## config.mk

```make
export PLATFORM = sky130hd
export DESIGN_NAME = sps_ctrl
export DESIGN_NICKNAME = d
export VERILOG_FILES = /design/src/sv/sps_pkg.sv /design/src/sv/sps_ctrl.sv
export SDC_FILE = /design/constraint.sdc
export NUM_CORES = 1
export LEC_CHECK = 0
export CAP_MARGIN = 20
export CORE_UTILIZATION = 30
export CTS_CLUSTER_DIAMETER = 60
export DETAILED_ROUTE_END_ITERATION = 8
export DONT_BUFFER_PORTS = 1
export GPL_TIMING_DRIVEN = 1
export REMOVE_ABC_BUFFERS = 1
export SLEW_MARGIN = 20
export SYNTH_ARGS = -nofsm -noshare
export SYNTH_HDL_FRONTEND = slang
export SYNTH_SLANG_ARGS = --single-unit
export TNS_END_PERCENT = 10
```

## constraint.sdc

```tcl
create_clock -name clock -period 1.4 [get_ports clock]
set_input_delay 0.07 -clock clock [delete_from_list [all_inputs] [get_ports clock]]
set_output_delay 0.07 -clock clock [all_outputs]
set_load 0.02 [all_outputs]
```

## src/sv/sps_pkg.sv

```systemverilog
`timescale 1ns / 1ps
// ============================================================================
// sps_pkg: shared types and constants for the segmented prime sieve
// Holds the controller state type, command and status structs.
// ============================================================================
package sps_pkg;

   localparam int WINDOW_MAX_DEF  = 4096;
   localparam int PRIME_MAX_DEF   = 4096;
   localparam int NUMBER_BITS_DEF = 33;
   localparam int SIZE_W  = 13;
   localparam int LIMIT_W = 32;
   localparam int OUT_W   = 33;
   localparam int SIZE_MIN = 5;

   localparam logic [0:0] CSR_WINDOW_SIZE = 1'b0;
   localparam logic [0:0] CSR_UPPER_LIMIT = 1'b1;

   typedef enum logic [3:0] {
      ST_IDLE,
      ST_CLEAR_BMP,
      ST_LOAD_PRIME,
      ST_WAIT_PRIME,
      ST_STRIKE_OLD,
      ST_STORE_OLD,
      ST_READ_BMP,
      ST_WAIT_BMP,
      ST_STRIKE_NEW,
      ST_FINISH,
      ST_RESPOND
   } state_type;

   // Controller to datapath
   typedef struct packed {
      logic clear_all;      // restart request
      logic enter_start;    // latch window size, reset sweep index
      logic clear_step;     // write one bitmap entry to prime
      logic load_prime;     // issue read of stored prime k
      logic latch_prime;    // capture read data into strike unit
      logic strike_step;    // one strike of the active prime
      logic store_old;      // write back next multiple, advance k
      logic read_bmp;       // issue bitmap read for current offset
      logic start_new;      // set up strike of new prime
      logic finish;         // store prime, advance offset, build response
      logic resp_halt;      // respond with table_full
      logic resp_done;      // respond with done_res
      logic resp_zero;      // respond all zero
   } cmd_type;

   // Datapath to controller
   typedef struct packed {
      logic halted;
      logic entered;
      logic done_now;
      logic clear_last;
      logic more_primes;
      logic strike_busy;
      logic bmp_prime;
   } sts_type;

endpackage

```

## src/sv/sps_ctrl.sv

```systemverilog
`timescale 1ns / 1ps
// ============================================================================
// sps_ctrl: sieve sequencer
// Steps through window entry, bitmap read, striking and response hand-off.
// ============================================================================
module sps_ctrl (
   input  logic             clock,
   input  logic             reset,
   input  logic             req_valid,
   output logic             req_ready,
   input  logic             req_restart,
   input  logic             rsp_ready,
   output logic             rsp_valid,
   output sps_pkg::cmd_type cmd,
   input  sps_pkg::sts_type sts
);
   import sps_pkg::*;

   state_type state_ff, state_in;
   logic      rsp_valid_ff, rsp_valid_in;
   logic      go;

   assign rsp_valid = rsp_valid_ff;
   assign req_ready = (state_ff == ST_IDLE) && !rsp_valid_ff;
   assign go        = req_valid && req_ready;

   // Next state
   always_comb begin
      state_in = state_ff;
      unique case (state_ff)
         ST_IDLE: begin
            if (go) begin
               if (req_restart || sts.halted || (!sts.entered && sts.done_now))
                  state_in = ST_RESPOND;
               else if (!sts.entered)
                  state_in = ST_CLEAR_BMP;
               else
                  state_in = ST_READ_BMP;
            end
         end
         ST_CLEAR_BMP:  if (sts.clear_last) state_in = ST_LOAD_PRIME;
         ST_LOAD_PRIME: state_in = sts.more_primes ? ST_WAIT_PRIME : ST_READ_BMP;
         ST_WAIT_PRIME: state_in = ST_STRIKE_OLD;
         ST_STRIKE_OLD: if (!sts.strike_busy) state_in = ST_STORE_OLD;
         ST_STORE_OLD:  state_in = ST_LOAD_PRIME;
         ST_READ_BMP:   state_in = ST_WAIT_BMP;
         ST_WAIT_BMP:   state_in = sts.bmp_prime ? ST_STRIKE_NEW : ST_FINISH;
         ST_STRIKE_NEW: if (!sts.strike_busy) state_in = ST_FINISH;
         ST_FINISH:     state_in = ST_RESPOND;
         ST_RESPOND:    state_in = ST_IDLE;
         default:       state_in = ST_IDLE;
      endcase
   end

   // Outputs
   always_comb begin
      cmd = '0;
      unique case (state_ff)
         ST_IDLE: begin
            if (go) begin
               if (req_restart)        cmd.clear_all = 1'b1;
               else if (sts.halted)    cmd.resp_halt = 1'b1;
               else if (!sts.entered && sts.done_now) cmd.resp_done = 1'b1;
               else if (!sts.entered)  cmd.enter_start = 1'b1;
            end
         end
         ST_CLEAR_BMP:  cmd.clear_step  = 1'b1;
         ST_LOAD_PRIME: cmd.load_prime  = 1'b1;
         ST_WAIT_PRIME: cmd.latch_prime = 1'b1;
         ST_STRIKE_OLD: cmd.strike_step = 1'b1;
         ST_STORE_OLD:  cmd.store_old   = 1'b1;
         ST_READ_BMP:   cmd.read_bmp    = 1'b1;
         ST_WAIT_BMP:   cmd.start_new   = sts.bmp_prime;
         ST_STRIKE_NEW: cmd.strike_step = 1'b1;
         ST_FINISH:     cmd.finish      = 1'b1;
         ST_RESPOND:    cmd.resp_zero   = 1'b0;
         default:       cmd = '0;
      endcase
   end

   always_comb begin
      rsp_valid_in = rsp_valid_ff;
      if (rsp_valid_ff && rsp_ready) rsp_valid_in = 1'b0;
      if (state_ff == ST_RESPOND)    rsp_valid_in = 1'b1;
   end

   always_ff @(posedge clock) begin
      if (reset) begin
         state_ff     <= ST_IDLE;
         rsp_valid_ff <= 1'b0;
      end else begin
         state_ff     <= state_in;
         rsp_valid_ff <= rsp_valid_in;
      end
   end

endmodule

```

== After elaboration in Yosys (flattened, before gate mapping) ==
Index checks and enable logic that the tools add are counted.
Widths: inputs -> output; s select.

* Logic and storage cells: 60
* Output and inout port bits: 15
* Register bits after elaboration: 5

* Reductions and logical operators: 12
* Mux-type cells: 32
* Eq/ne operators: 14

{| class="wikitable"
|+ Operators by type and width
! kind !! number
|-
| $pmux 4 s10 || 1
|-
| $mux 4 || 5
|-
| $mux 1 || 19
|-
| $eq 4x3->1 const B || 4
|-
| $eq 4x4->1 const B || 3
|-
| $mux 2 || 5
|-
| $eq 4x2->1 const B || 2
|-
| $ne 2x2->1 const B || 4
|-
| $mux 3 || 2
|-
| $eq 4x1->1 const B || 1
|-
| $logic_and 1x1->1 || 4
|-
| $logic_not 4->1 || 1
|-
| $reduce_and 4->1 || 1
|-
| $logic_not 1->1 || 2
|-
| $logic_or 1x1->1 || 2
|-
| $reduce_bool 2->1 || 1
|-
| $reduce_or 2->1 || 1
|}

== Logic depth before layout (Yosys ltp) ==
Gate-level depths: netlist of the first run.

* Word-level depth: 7
* Gate-level depth with buffers: 6
* Mapped depth without buffers: 5

== Least setup slack after synthesis of the first run ==
No wires, ideal clock.

* Path type: register -> output
* From: register state_ff[1]
* To: output cmd[1] in the netlist's numbering
* Path buffers: 0
* Data arrival time: 1.534 ns
* Setup slack: -0.204 ns
* Cell stages (with the launch flop): 4
* Path through: dfxtp_1 -> nor4_2 -> nand3b_1 -> nor4_1

{| class="wikitable"
|+ RTL lines
! element !! RTL line !! source
|-
| from (decl) || sps_ctrl.sv:19 || <nowiki>state_type state_ff, state_in;</nowiki>
|-
| from (signal assigned) || sps_ctrl.sv:92 || <nowiki>state_ff <= state_in;</nowiki>
|-
| to (decl) || sps_ctrl.sv:14 || <nowiki>output sps_pkg::cmd_type cmd,</nowiki>
|}

==> run metrics, run 1 <==
pre-CTS setup slack=-0.0745 ns; hold worst-path end=rsp_valid; I/O pin count=27; Via-to-Cell Ratio=~5.3; H-tree levels=1; FF-to-FF setup slack=-0.02 ns; setup_tns=-0.334 ns; Root Buffer=clkbuf_4; Synth Area per Inst=6.93 um2; Hold WC Path Type=in2reg; kind of critical path=reg2out; worst path bufs/invs=1; vias in the first global route=592; Routed WL per cell=13.3 um; Top FF cell, synth=dfxtp_1; final worst-path cycle share=1.10; Detailed Route Iter0 Violations=14; Fillers=143; cells after synthesis=69; routability cong.=0.900; r2r worst-path depth=7; Rows=14; Final Max Slew Viols=0; Crit path max-delay family=simple AND/OR/NAND/NOR gates; VDD IR-drop max=0.893 mV; Die Height=41.9 um; number of remaining DRC errors=0; final setup margin=-0.142 ns; Synth top area share=0.209; grt total ovfl=0; Max clock buf depth=2; critical path fanouts, max=4; initial antenna violation count=0; outcome=complete, but fails checks; Nets=111; worst endpoint required time=1.33 ns; Post-synth ARST share=0; max_cap viols=0; Worst Setup Start Kind=flop; WP depth=4; post-synthesis sequential area ratio=0.209; register clock-pin slew on the reported worst setup and hold paths=0.04 ns; Hold Vio Cnt, Final=0; pwr dens=2210 nW/um2; Sink Count=5; share of cells above drive strength 1=0.459; largest net degree at the start of global routing=10; first-pass GRT wire length=~2500 um; PortBufs=0; core footprint=~1500 um2; Crit-path slowest cell=dfxtp_2; crit-path max cell delay=0.34 ns; Netlist cell types=30; Hold WS=around 0.022 ns; EDFF count, synth=0; crit path capture type=output pin; Period minus WS final=between 1.5 and 2 ns; Die X=41.9 um; Routed WL=roughly 1500 um; critical path arrival=1.47 ns; DP HPWL=about 1200 um; Pre-antenna DRT Iters=4; Area contributors post-synth=dfxtp_1, nor3_1, nor2_1; Mapped Area=roughly 480 um2; CTS tree=done; RSZ-0062 raised after global routing=yes; Setup Viol. Count Final=5; die area=1760 um2; Layout Skew=0.00196 ns; via count=607; clk_lat worst skew=~0.24 ns; Critical R2R Launch=state_ff[2]; Num CTS Buffers=3; HP Start=rsp_ready; Starting Density=0.321; Tot Pwr=1690 uW; area leader, netlist=dfxtp_1; failing checks=setup timing; Synth Register Bits=5; yosys warns=0; most frequent cell after synthesis=nor2_1; Hold Path Depth=3; GRT Util Overall=0.186; LEAKAGE=0.000342 uW; area delta synth->final=60.5%; f_max=649 MHz; Reg-to-Reg End=state_ff[3]; post-detailed-route count of antenna-violating nets=0; Antenna Diode Count=0; critical-path cell list=nor4_4, nand3b_1, nor4_1, buf_4; Synth top cells by count=nor2_1, nor3_1, inv_1
==> cells in the final DEF (no fill, tap or decap), types with 2 or more instances in the layout <==
cell type	count
a21oi_1	3
buf_4	29
nor3_1	5
a32oi_1	2
nor3_2	3
dfxtp_2	4
clkbuf_4	3
nor2_1	9
nand2b_1	4
inv_1	7
nand2_1	3
==> logic make-up (layout without fill, tap and decap cells) <==
logic type      count (synthesis)  in the layout  share of synthesized area
simple gates                   34             34                      0.382
other cells                     1              1                    0.00785
xor+xnor                        2              2                     0.0367
flops                           5              5                      0.209
buf+inv                        12             41                      0.118
compound gates                 15             15                      0.246
==> worst max path at each step <==
| stage | slack (ns) | endpoint | start |
|---|---|---|---|
| final | -0.14 | cmd[1] | state_ff[3] |
| after global placement | -0.03 | state_ff[3] | state_ff[0] |
| after global routing | -0.25 | cmd[2] | state_ff[3] |
| after CTS | -0.21 | cmd[1] | state_ff[3] |
| after detailed placement | -0.07 | state_ff[3] | state_ff[2] |
| after floorplan | -0.31 | cmd[1] | state_ff[3] |
==> per-layer routing <==
layer / vias up / wire length [um] / share of wire / track usage
li1: 302 / - / - / -
met1: 286 / 643 / 0.42 / 0.216
met2: 17 / 799 / 0.53 / 0.322
met3: 2 / 54 / 0.036 / 0.0348
met4: 0 / 19 / 0.013 / 0.0903
met5: - / 0 / 0 / 0
==> cell type report <==
type | instances | area (um2) | share of cell area
multi-input combinational | 52 | 362 | 0.471
inverter | 7 | 26.3 | 0.0343
timing repair buffer | 30 | 228 | 0.297
tap | 16 | 20.0 | 0.0261
clock buffer | 4 | 26.3 | 0.0343
sequential | 5 | 105 | 0.137
==> what timing repair did <==
action | CTS | global route
buffers inserted | 1 | 0
gates resized for setup | 8 | 4
setup endpoints to repair | 8 | 13
hold buffers | 1 | 0
gates cloned | 0 | 0
pin swaps | 4 | 3
endpoints found under the hold margin | 5 | 0
==> sequential cells by signal, summed over array words and instances, names as in the netlist <==
| name | count |
|---|---|
| rsp_valid | 1 |
| state_ff | 4 |
==> per-stage QoR <==
| step | util | cells | area [um2] |
|---|---|---|---|
| 2_1_floorplan | - | 64 | 448 |
| 3_3_place_gp | 0.455 | 108 | 678 |
| 3_5_place_dp | 0.455 | 108 | 678 |
| 4_1_cts | 0.503 | 114 | 749 |
| 5_1_grt | 0.515 | 114 | 767 |
| 6_report | 0.515 | 114 | 767 |
==> tightest hold or removal path: stages <==
cell and delay, ns:
inv_1 0.03, a32oi_1 0.04, nor2_1 0.07
==> where the power goes <==
group / internal [uW] / total, uW / switching [uW]
clock: 107 / 162 / 54.3
combinational: 633 / 1260 / 631
sequential: 200 / 266 / 66.7
total: 940 / 1690 / 752
Power figures use the tool's default switching activity.
==> run 2: changes to the inputs <==
--- a/config.mk
+++ b/config.mk
@@ -5,11 +5,11 @@
 export SDC_FILE = /design/constraint.sdc
 export NUM_CORES = 1
 export LEC_CHECK = 0
+export BUFFER_PORTS_ARGS = -buffer_cell sky130_fd_sc_hd__buf_2
 export CAP_MARGIN = 20
 export CORE_UTILIZATION = 30
 export CTS_CLUSTER_DIAMETER = 60
 export DETAILED_ROUTE_END_ITERATION = 8
-export DONT_BUFFER_PORTS = 1
 export GPL_TIMING_DRIVEN = 1
 export REMOVE_ABC_BUFFERS = 1
 export SLEW_MARGIN = 20
==> constraint.sdc (replaced) <==
create_clock -name clock -period 1.5 [get_ports clock]
set_input_delay 0.075 -clock clock [delete_from_list [all_inputs] [get_ports clock]]
set_output_delay 0.075 -clock clock [all_outputs]
set_load 0.02 [all_outputs]
==> run 2 against run 1 <==
The flow still finishes with violations (setup timing). Via count rose by 8.1%. Sequential power fell by 5%. Non-clock buffer count increased by 14. Clock skew up 0.0015 ns. First-iteration DRC count down 14%. Core utilization increased by 3.1 points. Clock power shrank 6%. Critical path depth rose by 1. Final cell count rose by 12%. Sequential share of layout area shrank 0.63 points. Die area did not move. Combinational power decreased by 7%.
==> run metrics, run 2 (synthesis results as in run 1) <==
Hold WS=0.0625 ns (+0.0404 ns); register clock-pin slew on the reported worst setup and hold paths=0.04 ns (about the same); Fillers=154 (+7.7%); H-tree levels=1 (unchanged); via count=656 (+8.1%); Pre-antenna DRT Iters=4 (unchanged); Crit path max-delay family=simple AND/OR/NAND/NOR gates; Nets=125 (+13%); critical path fanouts, max=5 (+1); Worst Setup Start Kind=flop; failing checks=setup timing; Max clock buf depth=2 (unchanged); Period minus WS final=approximately 1.6 ns; Rows=14 (unchanged); PortBufs=25 (+25); routability cong.=0.792 (-12%); area delta synth->final=70.2%; register area=106 um2 (+1.2%); RSZ-0062 raised after global routing=yes; Starting Density=0.321 (unchanged); Via-to-Cell Ratio=5.13 (-3.7%); share of cells above drive strength 1=0.509 (+0.0497); Hold WC Path Type=in2reg; first-pass GRT wire length=2400 um (-5.2%); Root Buffer=clkbuf_4; pre-CTS setup slack=-0.0158 ns (+0.0588 ns); post-detailed-route count of antenna-violating nets=0 (unchanged); Layout Skew=0.00348 ns (+0.00152 ns); most common cell after layout, fill and taps aside=buf_2; crit-path max cell delay=0.33 ns (about the same); Final Max Slew Viols=0 (unchanged); Antenna Diode Count=0 (unchanged); VDD IR-drop max=1.01 mV (+13%); multi-input logic area=344 um2 (-4.8%); pwr dens=1930 nW/um2 (-12%); DP HPWL=1100 um (-5.6%); most frequent cells in the layout=buf_2, buf_4, nor3_1; Detailed Route Iter0 Violations=12 (-2); hold buffer count at CTS=0 (-1); final worst-path cycle share=1.07; largest net degree at the start of global routing=8 (-2); Setup Viol. Count Final=4 (-1); max_cap viols=0 (unchanged); number of remaining DRC errors=0 (unchanged); LEAKAGE=0.000394 uW (+15%); grt total ovfl=0 (unchanged); final setup margin=-0.112 ns (+0.0297 ns); clk_lat worst skew=0.24 ns (about the same); f_max=620 MHz; initial antenna violation count=0 (unchanged); Die X=41.9 um (unchanged); Crit-path slowest cell=dfxtp_2; critical path arrival=1.54 ns (+0.07 ns); Routed WL=1470 um (-3.0%); Num CTS Buffers=3 (unchanged); vias in the first global route=587 (-0.84%); I/O pin count=27 (unchanged); largest reg by FF count=state_ff; crit path capture type=output pin; Routed WL per cell=11.5 um (-14%); Hold Vio Cnt, Final=0 (unchanged); outcome=complete, but fails checks; GRT Util Overall=0.177 (-0.00853); critical-path cell list=buf_6, nor4_4, nand3b_1, nor3b_1, buf_2; CTS tree=done; Die Height=41.9 um (unchanged); kind of critical path=reg2out; worst endpoint required time=1.42 ns (+0.09 ns); die area=1760 um2 (unchanged); number of flip-flops in the largest register=4 (unchanged); Sink Count=5 (unchanged); worst path bufs/invs=2 (+1); core footprint=1490 um2 (unchanged)
-- run 2: cell count changes in the layout (fill, tap and decap cells not counted), moves of 2 or more --
cell     delta
nor2_2      +2
buf_4      -11
nor2_1      -2
buf_2      +22
dfxtp_2     -2
nor3_1      +3
nor3_2      -3
buf_6       +4
-- run 2: metal layers --
| layer | vias up | wire length (um) | GRT usage |
|---|---|---|---|
| li1 | 334 | - | - |
| met1 | 303 | 651 | 0.218 |
| met2 | 19 | 751 | 0.309 |
| met3 | 0 | 69 | 0.0174 |
| met4 | 0 | 0 | 0.0774 |
| met5 | - | 0 | 0 |
-- run 2: cell type report --
type	count	share of cell area
inverter	7	0.0323
clock buffer	4	0.0323
multi-input combinational	52	0.423
tap	16	0.0246
sequential	5	0.131
timing repair buffer	44	0.357
-- run 2: per-stage QoR --
step / total power, uW / util / std cells / TNS, ns / cell area, um2
final: 1570 / 0.546 / 128 / -0.340 / 813
after global routing: 1700 / 0.546 / 128 / -0.937 / 813
after CTS: 1520 / 0.529 / 128 / -0.204 / 788
after detailed placement: 1210 / 0.474 / 120 / -0.0158 / 706
after global placement: 1210 / 0.474 / 120 / 0 / 706
after floorplan: 791 / - / 64 / -0.302 / 448
-- run 2: where the power goes --
| part | switching, uW | total (uW) | leakage, uW | internal [uW] |
|---|---|---|---|---|
| sequential | 62.7 | 252 | 0.0000425 | 189 |
| combinational | 572 | 1170 | 0.000336 | 595 |
| clock | 51.8 | 152 | 0.0000150 | 100 |
| total | 687 | 1570 | 0.000394 | 884 |
-- run 2: timing repair --
| action | CTS | global route |
|---|---|---|
| setup buffers | 4 | 0 |
| pin swaps | 3 | 3 |
| endpoints found under the setup margin | 5 | 10 |
| gates resized for setup | 9 | 7 |
| gates cloned | 0 | 0 |
| hold endpoints to repair | 0 | 0 |
-- run 2: final timing paths --
kind	from	to	slack (ns)	cells after the start
max	state_ff[2]	cmd[2]	-0.11	5
min	reset	state_ff[0]	0.06	2
max reg2reg	state_ff[2]	state_ff[3]	0	6
min reg2reg	rsp_valid	rsp_valid	0.61	3
